## config.mk

```make
export PLATFORM = sky130hd
export DESIGN_NAME = qrci_queue
export DESIGN_NICKNAME = d
export VERILOG_FILES = /design/src/rtl/core/qrci_pkg.sv /design/src/rtl/core/qrci_queue.sv
export SDC_FILE = /design/constraint.sdc
export NUM_CORES = 1
export LEC_CHECK = 0
export ABC_AREA = 0
export BUFFER_PORTS_ARGS = -buffer_cell sky130_fd_sc_hd__buf_2
export CORE_MARGIN = 2
export CORE_UTILIZATION = 45
export CTS_CLUSTER_SIZE = 30
export DETAILED_ROUTE_END_ITERATION = 12
export PLACE_DENSITY = 0.63
export SLEW_MARGIN = 40
export SYNTH_ARGS = -nofsm -noshare
export SYNTH_HDL_FRONTEND = slang
export SYNTH_SLANG_ARGS = --single-unit
```

## constraint.sdc

```tcl
create_clock -name clk_i -period 2.53 [get_ports clk_i]
set_input_delay 0.253 -clock clk_i [delete_from_list [all_inputs] [get_ports clk_i]]
set_output_delay 0.253 -clock clk_i [all_outputs]
set_load 0.02 [all_outputs]
```

## src/rtl/core/qrci_pkg.sv

```systemverilog
// Types and constants for the QR codeword interleaver.
// No dependencies; imported by every module of the block.
package qrci_pkg;

  localparam int unsigned BYTE_W      = 8;
  localparam int unsigned BLK_W       = 8;
  localparam int unsigned COL_W       = 8;
  localparam int unsigned OFS_W       = 17;
  localparam int unsigned CALC_W      = 17;
  localparam int unsigned BASE_W      = 16;
  localparam int unsigned QUEUE_DEPTH = 4;
  localparam int unsigned QPTR_W      = $clog2(QUEUE_DEPTH);
  localparam int unsigned QCNT_W      = $clog2(QUEUE_DEPTH + 1);
  localparam int unsigned CFG_AW      = 5;
  localparam int unsigned CFG_DW      = 32;

  localparam logic [2:0] REG_BLOCKS_GROUP1   = 3'd0;
  localparam logic [2:0] REG_DATA_PER_BLOCK1 = 3'd1;
  localparam logic [2:0] REG_BLOCKS_GROUP2   = 3'd2;
  localparam logic [2:0] REG_DATA_PER_BLOCK2 = 3'd3;
  localparam logic [2:0] REG_EC_PER_BLOCK    = 3'd4;

  typedef enum logic [1:0] {
    CMD_LOAD_DATA = 2'd0,
    CMD_LOAD_EC   = 2'd1,
    CMD_EMIT      = 2'd2,
    CMD_NOP       = 2'd3
  } cmd_e;

  typedef enum logic [1:0] {
    PH_DATA = 2'd0,
    PH_TAIL = 2'd1,
    PH_EC   = 2'd2,
    PH_REM  = 2'd3
  } phase_e;

  typedef enum logic [1:0] {
    OP_WRITE = 2'd0,
    OP_READ  = 2'd1,
    OP_REM   = 2'd2
  } op_e;

  typedef enum logic [1:0] {
    BASE_ZERO = 2'd0,
    BASE_B1   = 2'd1,
    BASE_D    = 2'd2
  } base_e;

  typedef enum logic [1:0] {
    MUL_NONE = 2'd0,
    MUL_DPB1 = 2'd1,
    MUL_DPB2 = 2'd2,
    MUL_EPB  = 2'd3
  } mul_e;

  typedef struct packed {
    cmd_e              cmd;
    logic [BYTE_W-1:0] codeword_in;
  } item_t;

  typedef struct packed {
    logic [BYTE_W-1:0] out_byte;
    logic              last;
  } result_t;

  typedef struct packed {
    logic [6:0] blocks_group1;
    logic [7:0] data_per_block1;
    logic [6:0] blocks_group2;
    logic [7:0] data_per_block2;
    logic [7:0] ec_per_block;
  } cfg_t;

  // One store access, as classified by the front end
  typedef struct packed {
    op_e               op;
    base_e             base;
    mul_e              mul;
    logic [BLK_W-1:0]  mblk;
    logic [OFS_W-1:0]  offset;
    logic [BYTE_W-1:0] data;
  } entry_t;

endpackage

```

## src/rtl/core/qrci_queue.sv

```systemverilog
// Small FIFO of store accesses between front and back end.
// Depends on qrci_pkg.
module qrci_queue import qrci_pkg::*; (
  input  logic   clk_i,
  input  logic   rst_ni,
  input  logic   push_i,
  input  entry_t entry_i,
  input  logic   pop_i,
  output logic   full_o,
  output logic   empty_o,
  output entry_t head_o
);

  entry_t             slot_q [QUEUE_DEPTH];
  logic [QPTR_W-1:0]  wr_ptr_q, wr_ptr_d;
  logic [QPTR_W-1:0]  rd_ptr_q, rd_ptr_d;
  logic [QCNT_W-1:0]  cnt_q, cnt_d;
  logic               do_push, do_pop;

  assign full_o  = (cnt_q == QCNT_W'(QUEUE_DEPTH));
  assign empty_o = (cnt_q == '0);
  assign do_push = push_i && !full_o;
  assign do_pop  = pop_i && !empty_o;
  assign head_o  = slot_q[rd_ptr_q];

  always_comb begin
    wr_ptr_d = do_push ? wr_ptr_q + 1'b1 : wr_ptr_q;
    rd_ptr_d = do_pop ? rd_ptr_q + 1'b1 : rd_ptr_q;
    cnt_d    = cnt_q;
    if (do_push && !do_pop) begin
      cnt_d = cnt_q + 1'b1;
    end else if (do_pop && !do_push) begin
      cnt_d = cnt_q - 1'b1;
    end
  end

  always_ff @(posedge clk_i or negedge rst_ni) begin
    if (!rst_ni) begin
      wr_ptr_q <= '0;
      rd_ptr_q <= '0;
      cnt_q    <= '0;
    end else begin
      wr_ptr_q <= wr_ptr_d;
      rd_ptr_q <= rd_ptr_d;
      cnt_q    <= cnt_d;
    end
  end

  always_ff @(posedge clk_i) begin
    if (do_push) begin
      slot_q[wr_ptr_q] <= entry_i;
    end
  end

endmodule

```

==> reports/metrics.csv, run 1 <==
metric,value,unit
Worst R2R Start,cnt_q[0]$_DFFE_PN0P_,
largest net degree at the start of global routing,40,
Yosys reg bits,163,
dpl ws,408,ps
clk_skew,7.85,ps
Hold/Removal Path Class,in2reg,
critical path type,reg2out,
Total GRT Usage,15.5,%
Yosys top cell by area,edfxtp_1,
Final Util,55.7,%
min cycle time layout,2280,ps
number of routed nets with antenna violations,0,
buffers inserted by post-CTS timing repair,0,
critical path data arrival time,2020,ps
post-CTS sizing,0,
H-tree Lvls,4,
Port Buffers,83,
first-pass GRT wire length,16000,um
most frequent cell after synthesis,edfxtp_1,
final hold violations,0,
Least-Margin Pin Slew,532,ps
HPWL after detailed placement,6410,um
row count,42,
CTS tree,built,
vias in the first global route,2959,
total gr overflow,0,
Nets,393,
initial antenna violation count,1,
Clock Latency Late Sink,410,ps
WL final,10300,um
Synth async-reset ratio,4.29,%
Slew HR,64.5,%
synthesized area,6100,um2
# fillers,1048,
layout cells sized above 1,47.1,%
Post-synth EDFFs,156,
clock sink count,163,
status,"finished, final reports clean",
Root Driver,clkbuf_16,
cells after synthesis,240,
Crit Path Max Fanout,17,
Synth top area share,76.8,%
DR pass1 iterations,4,
CTS max path bufs,2,
DRC violations left,0,
Synth area leaders,"edfxtp_1, mux4_2, dfrtp_1",
Synth Net Count,289,
Worst-path clk slew,60,ps
Area Growth Syn to Fin,20.9,%
die area,14500,um2
worst vdd ir,0.000698,V
# IOs,84,
critical path data required time,2280,ps
placed cell areas,6770,um2
GP Congestion,0.674,
Hold Crit Start,entry_i[0],
fmax,0.439,GHz
hold buffer count at cts,1,
number of synthesis warnings,0,
routed wire length per instance,19.2,um
Die Span Y,120,um
Netlist cell types,21,
Pleak,2.59,nW
Final Setup Violations,0,
setup TNS,0,ps
die width,120,um
Critical Path Source,rd_ptr_q[0]$_DFFE_PN0P_,
syn avg cell area,25.4,um2
Vias/cell,5.07,
number of CTS-inserted buffers,17,
Synth Flop Type,edfxtp_1,
Vias,2709,
maxcap violations,0,
Power Density,1250,nW/um2
Post-synth top cells,"edfxtp_1, mux4_2, dfrtp_1",
DR iter-0 viols,216,
r2r setup slk,400,ps
share of the yosys chip area belonging to registers,79.6,%
area of the multi-input gates,1110,um2
RSZ-0062 raised after global routing,false,
final instance area,7380,um2
Tcrit/Tclk final,90.0,%
Crit. End Element,output port,
Storage cell area,4860,um2
Core Region,13200,um2
Pins Over Slew Limit,0,
crit start category,flip-flop,
final worst slack,253,ps
Initial Utilization,46.1,%
## flip-flops by register name, summed over array words and instances, names as in the netlist
register / cells
rd_ptr_q: 2
cnt_q: 3
wr_ptr_q: 2
slot_q: 156
## cells in the final DEF (no fill, tap or decap)
cell / synthesis / final
clkbuf_1: 0 / 3
dfrtp_1: 7 / 5
fa_1: 1 / 1
inv_1: 4 / 4
clkinvlp_4: 0 / 2
bufinv_16: 0 / 4
nor2b_1: 1 / 1
dfrtp_2: 0 / 2
nor2_1: 1 / 1
nand2_1: 1 / 1
and2_2: 0 / 4
ha_1: 5 / 5
edfxtp_1: 156 / 156
buf_4: 0 / 6
clkinv_2: 0 / 4
mux2_2: 1 / 1
mux2_4: 1 / 1
xnor2_1: 4 / 4
dlygate4sd3_1: 0 / 1
nand3_1: 1 / 1
mux4_2: 38 / 38
clkinv_1: 0 / 2
diode_2: 0 / 1
or3_1: 1 / 1
nor3b_2: 1 / 1
clkbuf_16: 0 / 17
buf_2: 4 / 83
buf_12: 4 / 5
mux4_1: 1 / 1
xor2_1: 2 / 2
## layer usage
layer	wire, um	GRT usage (%)	vias up
li1	-	-	1216
met1	4470	20.4	1405
met3	578	6.27	5
met5	0	0	-
met2	5160	23.6	83
met4	51	5.23	0
## final timing paths
| path | endpoint | cells past startpoint |
|---|---|---|
| max | head_o[32] | 3 |
| min | slot_q[1][0]$_DFFE_PP_ | 1 |
| max reg2reg | cnt_q[2]$_DFFE_PN0P_ | 8 |
| min reg2reg | cnt_q[2]$_DFFE_PN0P_ | 1 |
| max in group asynchronous | rd_ptr_q[0]$_DFFE_PN0P_ | 2 |
| min in group asynchronous | wr_ptr_q[0]$_DFFE_PN0P_ | 2 |
## logic make-up after synthesis
logic type	count (synthesis)	share of synthesized area, %
muxes	41	14.9
and+or+nand+nor	10	1.02
DFF	163	79.6
xor gates and xnor gates	6	0.861
buffers and inverters	14	2.25
adders and majority gates	6	1.35
## final cells by class
class	instances	area share, %
clock inverter	12	2.20
timing repair buffer	95	7.73
inverter	4	0.203
antenna	1	0.0339
multi-input combinational	63	15.1
tap	176	2.98
clock buffer	20	5.92
sequential	163	65.9
## power breakdown
part / internal (mW) / total, mW / switching (mW)
Combinational: 1.25 / 2.80 / 1.55
Clock: 1.64 / 2.56 / 0.927
Sequential: 3.58 / 3.84 / 0.261
Total: 6.47 / 9.20 / 2.73
## through the flow
| stage | instances | hold slack [ps] | total power [mW] |
|---|---|---|---|
| after floorplan | 240 | -42.6 | 5.90 |
| after global placement | 500 | 99.6 | 6.71 |
| after detailed placement | 500 | 98.5 | 6.77 |
| after CTS | 533 | 27.6 | 9.37 |
| after global routing | 533 | 33.4 | 9.66 |
| final | 534 | 57.2 | 9.20 |
## critical path, cell delays in order (launching register included)
cell,delay [ps]
dfrtp_2,570
buf_12,240
mux4_1,600
buf_2,190
Power figures use the tool's default switching activity.
==> run 2: changes to the inputs <==
- CORE_UTILIZATION: 45 -> 23
- PLACE_DENSITY: 0.63 -> 0.37
==> run 2 against run 1 <==
Compared with the run above:
- routed wire length up 21%
- count of clock-buffer cells in the layout fell by 3
- cell area increased by 2.7%
- sequential power is 2% lower
- flip-flop and latch count unchanged
- critical path type unchanged
==> reports/metrics.csv, run 2 (same netlist as run 1, synthesis figures left out) <==
metric,value,unit,change
total gr overflow,0,,unchanged
vias in the first global route,3023,,"was 2,959"
layout cells sized above 1,48.5,%,was 47.1%
Pins Over Slew Limit,0,,unchanged
DR pass1 iterations,4,,unchanged
Largest register FFs,156,,unchanged
setup TNS,0,ps,unchanged
number of CTS-inserted buffers,17,,unchanged
Vias,2708,,"was 2,709"
Final Setup Violations,0,,unchanged
Vias/cell,3.91,,was 5.07
CP cell instances,buf_12 > mux4_1 > buf_2,,unchanged
dpl ws,385,ps,was 408 ps
H-tree Lvls,4,,unchanged
largest net degree at the start of global routing,40,,unchanged
HPWL after detailed placement,7280,um,was 6410 um
Slew HR,72.4,%,was 64.5%
WL final,12400,um,"was 10,300 um"
die area,27900,um2,"was 14,500 um2"
"Power, Total",9.26,mW,was 9.20 mW
die width,167,um,was 120 um
Largest Register,slot_q,,unchanged
Nets,393,,unchanged
CP max-delay cell,mux4_1,,unchanged
Hold/Removal Path Class,in2reg,,unchanged
row count,59,,was 42
DRC violations left,0,,unchanged
Area Growth Syn to Fin,24.2,%,was 20.9%
clk_skew,15.3,ps,was 7.85 ps
# IOs,84,,unchanged
Storage cell area,4860,um2,about the same
RSZ-0062 raised after global routing,false,,unchanged
# fillers,2552,,"was 1,048"
Slowest Stage Delay on Critical Path,560,ps,was 600 ps
Power Density,1220,nW/um2,was 1250 nW/um2
Final Util,29.1,%,was 55.7%
status,"finished, final reports clean",,unchanged
final worst slack,319,ps,was 253 ps
Clock Latency Late Sink,420,ps,was 410 ps
Tcrit/Tclk final,87.4,%,was 90.0%
Total GRT Usage,9.48,%,was 15.5%
min cycle time layout,2210,ps,was 2280 ps
post-CTS sizing,0,,unchanged
Initial Utilization,23.4,%,was 46.1%
Largest regs,"slot_q x156, cnt_q x3",,unchanged
Port Buffers,83,,unchanged
Core Region,26100,um2,"was 13,200 um2"
first-pass GRT wire length,19100,um,"was 16,000 um"
fmax,0.452,GHz,was 0.439 GHz
critical path data required time,2280,ps,about the same
Die Span Y,167,um,was 120 um
final hold violations,0,,unchanged
Root Driver,clkbuf_16,,unchanged
r2r setup slk,400,ps,about the same
CTS max path bufs,2,,unchanged
critical path data arrival time,1960,ps,was 2020 ps
initial antenna violation count,3,,was 1
Worst-path clk slew,80,ps,was 60 ps
"commonest non-fill, non-tap cell in the layout",edfxtp_1,,unchanged
number of routed nets with antenna violations,0,,unchanged
DR iter-0 viols,164,,was 216
crit start category,flip-flop,,unchanged
critical path type,reg2out,,unchanged
Least-Margin Pin Slew,414,ps,was 532 ps
CTS tree,built,,unchanged
clock sink count,163,,unchanged
Crit. End Element,output port,,unchanged
area of the multi-input gates,1110,um2,unchanged
worst vdd ir,0.000461,V,was 0.000698 V
routed wire length per instance,17.9,um,was 19.2 um
Pleak,2.59,nW,about the same
most frequent cells in the layout,"edfxtp_1, buf_2, mux4_2, clkbuf_16, buf_4",,unchanged
Crit Path Max Fanout,19,,was 17
GP Congestion,0.669,,was 0.674
maxcap violations,0,,unchanged
==> run 2: per-stage QoR <==
stage	hold WS, ps	cells	instance area (um2)
after floorplan	-42.6	240	6100
after global placement	100	659	6960
after detailed placement	109	659	6960
after CTS	5.03	692	7580
after global routing	6.98	692	7580
final	36.8	693	7580
==> run 2: final cells by class <==
class / count / share of cell area (%)
flip-flops and latches: 163 / 64.2
multi-input cells: 63 / 14.7
repair buffers: 95 / 7.36
clock buffers: 17 / 5.61
well taps: 335 / 5.53
clock inverters: 15 / 2.43
inverters: 4 / 0.198
diodes: 1 / 0.0330
==> run 2: critical path: cells and delay by family, from the launching register on <==
kind                   cells  cell delay, ps
flip-flops                 1             540
multiplexers               1             560
buffers and inverters      2             410
==> run 2: metal layers <==
layer	GRT usage (%)	share of wire (%)	wire, um
met1	11.7	43	5350
met2	14.9	50	6190
met3	4.30	5.7	701
met4	2.81	1.1	140
met5	0	0.17	21
==> run 2: what timing repair did <==
item / in CTS / in global routing
hold buffers: 1 / 0
hold endpoints to repair: 7 / 0
setup buffers: 0 / 0
==> run 2: worst paths after layout <==
path | from | end | depth (start not counted)
hold reg to reg | cnt_q[2]$_DFFE_PN0P_ | cnt_q[2]$_DFFE_PN0P_ | 1
setup reg to reg | cnt_q[0]$_DFFE_PN0P_ | cnt_q[2]$_DFFE_PN0P_ | 8
min in group asynchronous | rst_ni | cnt_q[1]$_DFFE_PN0P_ | 2
setup / recovery | rd_ptr_q[0]$_DFFE_PN0P_ | head_o[32] | 3
max in group asynchronous | rst_ni | rd_ptr_q[0]$_DFFE_PN0P_ | 2
hold / removal | entry_i[19] | slot_q[0][19]$_DFFE_PP_ | 1
==> run 2: power breakdown <==
part           internal, mW  switching, mW
clock                  1.34           1.20
combinational          1.24           1.71
sequential             3.58          0.192
