<file path="config.mk">
export PLATFORM = sky130hd
export DESIGN_NAME = qrci_front
export DESIGN_NICKNAME = d
export VERILOG_FILES = /design/src/rtl/core/qrci_pkg.sv /design/src/rtl/core/qrci_front.sv
export SDC_FILE = /design/constraint.sdc
export NUM_CORES = 1
export LEC_CHECK = 0
export BUFFER_PORTS_ARGS = -buffer_cell sky130_fd_sc_hd__buf_2
export CAP_MARGIN = 20
export CELL_PAD_IN_SITES_DETAIL_PLACEMENT = 1
export CELL_PAD_IN_SITES_GLOBAL_PLACEMENT = 1
export CORE_ASPECT_RATIO = 2
export CORE_MARGIN = 10
export CORE_UTILIZATION = 45
export DETAILED_ROUTE_END_ITERATION = 10
export HOLD_SLACK_MARGIN = 0.05
export MAX_ROUTING_LAYER = met4
export PLACE_DENSITY = 0.79
export SLEW_MARGIN = 30
export SYNTH_ARGS = -nofsm -noshare
export SYNTH_HDL_FRONTEND = slang
export SYNTH_SLANG_ARGS = --single-unit
</file>
<file path="constraint.sdc">
create_clock -name clk_i -period 16.5 [get_ports clk_i]
set_input_delay 2.475 -clock clk_i [delete_from_list [all_inputs] [get_ports clk_i]]
set_output_delay 2.475 -clock clk_i [all_outputs]
set_load 0.01 [all_outputs]
</file>
<file path="src/rtl/core/qrci_pkg.sv">
// Types and constants for the QR codeword interleaver.
// No dependencies; imported by every module of the block.
package qrci_pkg;

  localparam int unsigned BYTE_W      = 8;
  localparam int unsigned BLK_W       = 8;
  localparam int unsigned COL_W       = 8;
  localparam int unsigned OFS_W       = 17;
  localparam int unsigned CALC_W      = 17;
  localparam int unsigned BASE_W      = 16;
  localparam int unsigned QUEUE_DEPTH = 4;
  localparam int unsigned QPTR_W      = $clog2(QUEUE_DEPTH);
  localparam int unsigned QCNT_W      = $clog2(QUEUE_DEPTH + 1);
  localparam int unsigned CFG_AW      = 5;
  localparam int unsigned CFG_DW      = 32;

  localparam logic [2:0] REG_BLOCKS_GROUP1   = 3'd0;
  localparam logic [2:0] REG_DATA_PER_BLOCK1 = 3'd1;
  localparam logic [2:0] REG_BLOCKS_GROUP2   = 3'd2;
  localparam logic [2:0] REG_DATA_PER_BLOCK2 = 3'd3;
  localparam logic [2:0] REG_EC_PER_BLOCK    = 3'd4;

  typedef enum logic [1:0] {
    CMD_LOAD_DATA = 2'd0,
    CMD_LOAD_EC   = 2'd1,
    CMD_EMIT      = 2'd2,
    CMD_NOP       = 2'd3
  } cmd_e;

  typedef enum logic [1:0] {
    PH_DATA = 2'd0,
    PH_TAIL = 2'd1,
    PH_EC   = 2'd2,
    PH_REM  = 2'd3
  } phase_e;

  typedef enum logic [1:0] {
    OP_WRITE = 2'd0,
    OP_READ  = 2'd1,
    OP_REM   = 2'd2
  } op_e;

  typedef enum logic [1:0] {
    BASE_ZERO = 2'd0,
    BASE_B1   = 2'd1,
    BASE_D    = 2'd2
  } base_e;

  typedef enum logic [1:0] {
    MUL_NONE = 2'd0,
    MUL_DPB1 = 2'd1,
    MUL_DPB2 = 2'd2,
    MUL_EPB  = 2'd3
  } mul_e;

  typedef struct packed {
    cmd_e              cmd;
    logic [BYTE_W-1:0] codeword_in;
  } item_t;

  typedef struct packed {
    logic [BYTE_W-1:0] out_byte;
    logic              last;
  } result_t;

  typedef struct packed {
    logic [6:0] blocks_group1;
    logic [7:0] data_per_block1;
    logic [6:0] blocks_group2;
    logic [7:0] data_per_block2;
    logic [7:0] ec_per_block;
  } cfg_t;

  // One store access, as classified by the front end
  typedef struct packed {
    op_e               op;
    base_e             base;
    mul_e              mul;
    logic [BLK_W-1:0]  mblk;
    logic [OFS_W-1:0]  offset;
    logic [BYTE_W-1:0] data;
  } entry_t;

endpackage

</file>
<file path="src/rtl/core/qrci_front.sv">
// Front end: accepts commands, keeps fill and emit counters, and queues
// at most one classified store access per accepted beat. Depends on qrci_pkg.
module qrci_front import qrci_pkg::*; #(
  parameter int unsigned STORE_DEPTH = 4096
) (
  input  logic   clk_i,
  input  logic   rst_ni,
  input  cfg_t   cfg_i,
  input  logic   start_i,
  input  item_t  item_i,
  input  logic   q_full_i,
  output logic   busy_o,
  output logic   push_o,
  output entry_t entry_o
);

  localparam int unsigned FILL_W = $clog2(STORE_DEPTH + 1);

  logic [FILL_W-1:0] dfill_q, dfill_d;
  logic [FILL_W-1:0] efill_q, efill_d;
  phase_e            phase_q, phase_d;
  logic [COL_W-1:0]  col_q, col_d;
  logic [BLK_W-1:0]  blk_q, blk_d;

  logic              accept;
  logic [BLK_W-1:0]  nb;
  phase_e            rph;
  logic [COL_W-1:0]  rcol;
  logic [BLK_W-1:0]  rblk;
  logic [BLK_W:0]    blk_inc;
  logic [BLK_W:0]    blk_lim;

  assign busy_o = q_full_i;
  assign accept = start_i && !q_full_i;
  assign nb     = {1'b0, cfg_i.blocks_group1} + {1'b0, cfg_i.blocks_group2};

  // Skip empty phases: at most three transitions reach the remainder byte
  always_comb begin
    logic ok;
    rph  = phase_q;
    rcol = col_q;
    rblk = blk_q;
    for (int i = 0; i < 3; i++) begin
      case (rph)
        PH_DATA: ok = (rcol < cfg_i.data_per_block1) && (rblk < nb);
        PH_TAIL: ok = (rcol < cfg_i.data_per_block2) && (rblk < {1'b0, cfg_i.blocks_group2});
        PH_EC:   ok = (rcol < cfg_i.ec_per_block) && (rblk < nb);
        default: ok = 1'b1;
      endcase
      if (!ok) begin
        case (rph)
          PH_DATA: begin
            rph  = PH_TAIL;
            rcol = cfg_i.data_per_block1;
          end
          PH_TAIL: begin
            rph  = PH_EC;
            rcol = '0;
          end
          default: begin
            rph  = PH_REM;
            rcol = '0;
          end
        endcase
        rblk = '0;
      end
    end
  end

  assign blk_inc = {1'b0, rblk} + 1'b1;
  assign blk_lim = (rph == PH_TAIL) ? {2'b0, cfg_i.blocks_group2} : {1'b0, nb};

  always_comb begin
    dfill_d = dfill_q;
    efill_d = efill_q;
    phase_d = phase_q;
    col_d   = col_q;
    blk_d   = blk_q;
    push_o  = 1'b0;
    entry_o = '{op: OP_WRITE, base: BASE_ZERO, mul: MUL_NONE, mblk: '0,
                offset: '0, data: item_i.codeword_in};
    if (accept) begin
      case (item_i.cmd)
        CMD_LOAD_DATA: begin
          if (dfill_q < FILL_W'(STORE_DEPTH)) begin
            push_o         = 1'b1;
            entry_o.offset = OFS_W'(dfill_q);
            dfill_d        = dfill_q + 1'b1;
          end
        end
        CMD_LOAD_EC: begin
          push_o         = 1'b1;
          entry_o.base   = BASE_D;
          entry_o.offset = OFS_W'(efill_q);
          if (efill_q < FILL_W'(STORE_DEPTH)) begin
            efill_d = efill_q + 1'b1;
          end
        end
        CMD_EMIT: begin
          push_o = 1'b1;
          if (rph == PH_REM) begin
            entry_o.op = OP_REM;
            dfill_d    = '0;
            efill_d    = '0;
            phase_d    = PH_DATA;
            col_d      = '0;
            blk_d      = '0;
          end else begin
            entry_o.op     = OP_READ;
            entry_o.offset = OFS_W'(rcol);
            entry_o.mblk   = rblk;
            case (rph)
              PH_DATA: begin
                if (rblk < {1'b0, cfg_i.blocks_group1}) begin
                  entry_o.mul = MUL_DPB1;
                end else begin
                  entry_o.base = BASE_B1;
                  entry_o.mul  = MUL_DPB2;
                  entry_o.mblk = rblk - {1'b0, cfg_i.blocks_group1};
                end
              end
              PH_TAIL: begin
                entry_o.base = BASE_B1;
                entry_o.mul  = MUL_DPB2;
              end
              default: begin
                entry_o.base = BASE_D;
                entry_o.mul  = MUL_EPB;
              end
            endcase
            phase_d = rph;
            if (blk_inc >= blk_lim) begin
              blk_d = '0;
              col_d = rcol + 1'b1;
            end else begin
              blk_d = blk_inc[BLK_W-1:0];
              col_d = rcol;
            end
          end
        end
        default: ;
      endcase
    end
  end

  always_ff @(posedge clk_i or negedge rst_ni) begin
    if (!rst_ni) begin
      dfill_q <= '0;
      efill_q <= '0;
      phase_q <= PH_DATA;
      col_q   <= '0;
      blk_q   <= '0;
    end else begin
      dfill_q <= dfill_d;
      efill_q <= efill_d;
      phase_q <= phase_d;
      col_q   <= col_d;
      blk_q   <= blk_d;
    end
  end

endmodule

</file>
==> flow_results.org <==
** Synthesis
- Sequential cells were found to cover 15.44% of the synthesized design area.
- Yosys mapped the design onto 85 distinct sky130hd cell types.
- The Yosys step of the flow raised 0 warnings.
- After synthesis, the cell types taking the most area are sky130_fd_sc_hd__ha_1 (23%), sky130_fd_sc_hd__dfrtp_1 (15%), sky130_fd_sc_hd__nor2_1 (4.0%).
- Post-synth top area cell :: sky130_fd_sc_hd__ha_1
- Counting every instance in the synthesized netlist gives 890.
- Fraction of registers with async set/reset :: 100.0%
- After synthesis the netlist holds a flip-flop and latch count of 44.
- sky130_fd_sc_hd__ha_1 is the most common cell in the netlist.
- In the synthesized netlist the dominant register cell turns out to be sky130_fd_sc_hd__dfrtp_1.
- EDFF count, synth :: 0
- Synth top area share :: 22.64%
- Most frequent cells after synthesis :: sky130_fd_sc_hd__ha_1 (129), sky130_fd_sc_hd__nor2_1 (76), sky130_fd_sc_hd__inv_1 (69)
- Post-Syn Area :: 7131 um2
- A synthesized cell averages 8.012 um2.

** Place
- At the end of routability-driven placement, the weighted congestion stood at 0.9899.
- In this run the cell area measured after placement is 7691 um2.
- HPWL after detailed placement :: 23.63 mm
- In this run, placement finished with an instance count of 1148.
- PortBufs :: 72

** GRT
- The via count of the first global-routing pass came to 8016.
- The initial antenna violation count is 0.
- Entering global routing, the biggest net connects 45 pins.
- Global-route wire length before repair :: 43.35 mm
- Total global-route track usage :: 26.65%
- For this run the aggregate overflow at the end of global routing stands at 0.

** Die
- In this run the core area contains 65 standard-cell rows.
- The floorplan step defined a die boundary enclosing 21590 um2.
- Die Span X :: 109.0 um
- Number of primary I/O pins :: 93
- Core region area :: 15700 um2
- The floorplan step set the die height to 198.0 um.
- The initial utilization of the core area, before any placement, comes to 45.43%.

** Min path
- Classification of the worst-slack hold path :: reg2reg
- Hold-critical path endpoint :: dfill_q[12]
- Worst hold path cell count :: 1
- In this run the most critical hold path is launched from dfill_q[12].

** Clock tree
- H-tree lvl count :: 2
- Clock-pin transition on the worst setup and hold timing paths :: 0.07 ns
- Counting the buffers created by CTS gives 5.
- TritonCTS built the clock tree.
- The clock net in this run drives a total of 44 sinks.
- Maximum clock insertion buffer count :: 2
- The clock reaches the later pin of the worst-skew pair after 0.30 ns.
- The tree is rooted in a sky130_fd_sc_hd__clkbuf_16.

** Setup path
- R2R cell count :: 49
- CP Depth :: 50
- Critical Path Start Type :: primary input
- Largest delay contributor family on the critical path :: compound AO/OA/AOI/OAI gates
- Data on the critical path arrives at its endpoint at 13.37 ns.
- Kind of end point of the critical path :: primary output
- The endpoint identified for the worst register-to-register timing path is col_q[7].
- Across all register-to-register paths, the minimum setup slack is 5.83 ns.
- Maximum single-stage delay on the critical path :: 0.42 ns
- Most common cell on crit path :: sky130_fd_sc_hd__a21o_1
- Master of the slowest instance on the critical path :: sky130_fd_sc_hd__fa_1
- Buffers & Inverters on Critical Path :: 4
- In this run the worst path has a maximum fanout of 17.
- The setup path with the least slack is of type in2out.
- Crit path required time :: 14.03 ns
- The worst register-to-register path begins at col_q[1].

** Route
- Routed via count divided by cell count :: 6.377
- Via count :: 7384
- The detail route stage leaves a number of antenna-violating nets equal to 0.
- For this run, the detailed router's first-pass iteration total came to 7.
- In the final routed layout, each cell accounts on average for 24.19 um.
- Violation count after the first detailed-route iteration :: 293
- The routed design has 28.02 mm of wire.
- After detailed routing, the number of remaining DRC violations is 0.

** Final layout
- Final cell area excluding filler cells :: 7916 um2
- Area overhead of the layout relative to synthesis :: 11.02%
- # diodes :: 0
- Fill cells in the final layout number 2009.
- Number of nets in the layout :: 1140
- In the final layout, the share of cells above drive strength 1 is 14.94%.
- Excluding fillers, the count of instances in the completed layout stands at 1158.
- Once layout is complete, the utilization of the core stands at 50.43%.

** Power
- Across the VDD grid, the largest voltage drop is 148.0 uV.
- Power spread over the standard cell area amounts to 213.2 nW/um2.
- Leakage :: 4.076 nW

** STA
- The clock arrives with 0.008635 ns of skew.
- Headroom to the max-slew limit came out at 52.48%.
- Setup violations remaining at the end of the flow were counted as 0.
- The hold violation count in the final report was 0.
- For this run, the top clock speed supported by timing is 0.06311 GHz.
- Worst-margin pin slew :: 0.6949 ns
- Final worst path period need :: 15.84 ns
- Final max-slew violation count :: 0
- Sum Neg Setup Slack :: 0 ns
- Share of the clock period used by the worst path after layout :: 96.03%

** Flow run
- Max-cap violations in this run came to 0.

** Status
- The flow ran to the end, and the final reports show no timing, DRC or antenna violations.
layout by cell type, fill, tap and decap left out, types with 8 or more instances in the layout:
cell type                  count
sky130_fd_sc_hd__ha_1        129
sky130_fd_sc_hd__inv_1        69
sky130_fd_sc_hd__nand3_1      26
sky130_fd_sc_hd__buf_2        72
sky130_fd_sc_hd__o21ai_1       8
sky130_fd_sc_hd__nand2_1      64
sky130_fd_sc_hd__nor2b_1      13
sky130_fd_sc_hd__xnor2_1      19
sky130_fd_sc_hd__or3_1        15
sky130_fd_sc_hd__o21a_1        8
sky130_fd_sc_hd__buf_4        20
sky130_fd_sc_hd__mux2i_1       8
sky130_fd_sc_hd__a22o_1       10
sky130_fd_sc_hd__a21o_1       26
sky130_fd_sc_hd__xor2_1       11
sky130_fd_sc_hd__nor2_1       76
sky130_fd_sc_hd__a22oi_1       9
sky130_fd_sc_hd__nor3_1       23
sky130_fd_sc_hd__nand2b_1     14
sky130_fd_sc_hd__nor4_1        9
sky130_fd_sc_hd__nand4_1      15
sky130_fd_sc_hd__and3_1        9
sky130_fd_sc_hd__o21ai_0      49
sky130_fd_sc_hd__a21oi_1      55
sky130_fd_sc_hd__and2_1        9
sky130_fd_sc_hd__o211ai_1     10
sky130_fd_sc_hd__dfrtp_1      44
cell families (layout without fill, tap and decap cells):
family	after synthesis	count (layout)	synth area share [%]
other cells	1	4	0.05259
xor+xnor	30	30	3.685
compound gates	271	271	28.64
buf+inv	105	169	6.422
fa+ha+maj	131	131	23.20
mux	14	14	2.053
simple gates	294	294	20.51
flops	44	44	15.44
sequential cells by signal, indices dropped and copies added (netlist names):
name	cells
blk_q	8
col_q	8
dfill_q	13
efill_q	13
phase_q	2
timing repair:
item | 4_1_cts | 5_1_grt
gates resized for setup | 0 | 4
endpoints found under the setup margin | 0 | 11
hold buffers | 0 | 0
buffers inserted | 0 | 3
per-stage QoR:
step / hold slack, ns / power [mW] / setup slack, ns
6_report: 0.5629 / 1.688 / 0.6551
3_3_place_gp: 0.5278 / 1.468 / 0.4881
2_1_floorplan: 0.4796 / 1.107 / 1.270
5_1_grt: 0.5691 / 1.815 / -0.02435
3_5_place_dp: 0.5416 / 1.507 / 0.2217
4_1_cts: 0.5587 / 1.646 / 0.1772
layout make-up:
cell class	count	area [um2]	area share, %
Multi-Input combinational cell	744	5605	70.81
Sequential cell	44	1101	13.91
Timing Repair Buffer	92	510.5	6.449
Inverter	70	262.8	3.319
Tap cell	201	251.5	3.177
Clock buffer	5	125.1	1.581
Clock inverter	2	60.06	0.7587
power breakdown:
| group | internal (mW) | switching (mW) |
|---|---|---|
| sequential | 0.130 | 0.0596 |
| combinational | 0.520 | 0.851 |
| clock | 0.0859 | 0.0421 |
| total | 0.735 | 0.952 |
worst max-delay path by stage:
stage / from / slack [ns] / end
2_1_floorplan: cfg_i[16] / 1.27 / entry_o[25]
3_3_place_gp: cfg_i[16] / 0.49 / entry_o[25]
3_5_place_dp: cfg_i[16] / 0.22 / entry_o[25]
4_1_cts: cfg_i[16] / 0.18 / entry_o[25]
5_1_grt: cfg_i[16] / -0.02 / entry_o[25]
6_report: cfg_i[16] / 0.66 / entry_o[25]
metal layers:
layer	vias up	GRT usage [%]	part of all wire (%)
met1	3605	23.38	33
met2	229	50.12	57
met3	122	2.345	2.8
met5	-	-	0
li1	3428	-	-
met4	0	19.88	8.1
Power figures use the tool's default switching activity.
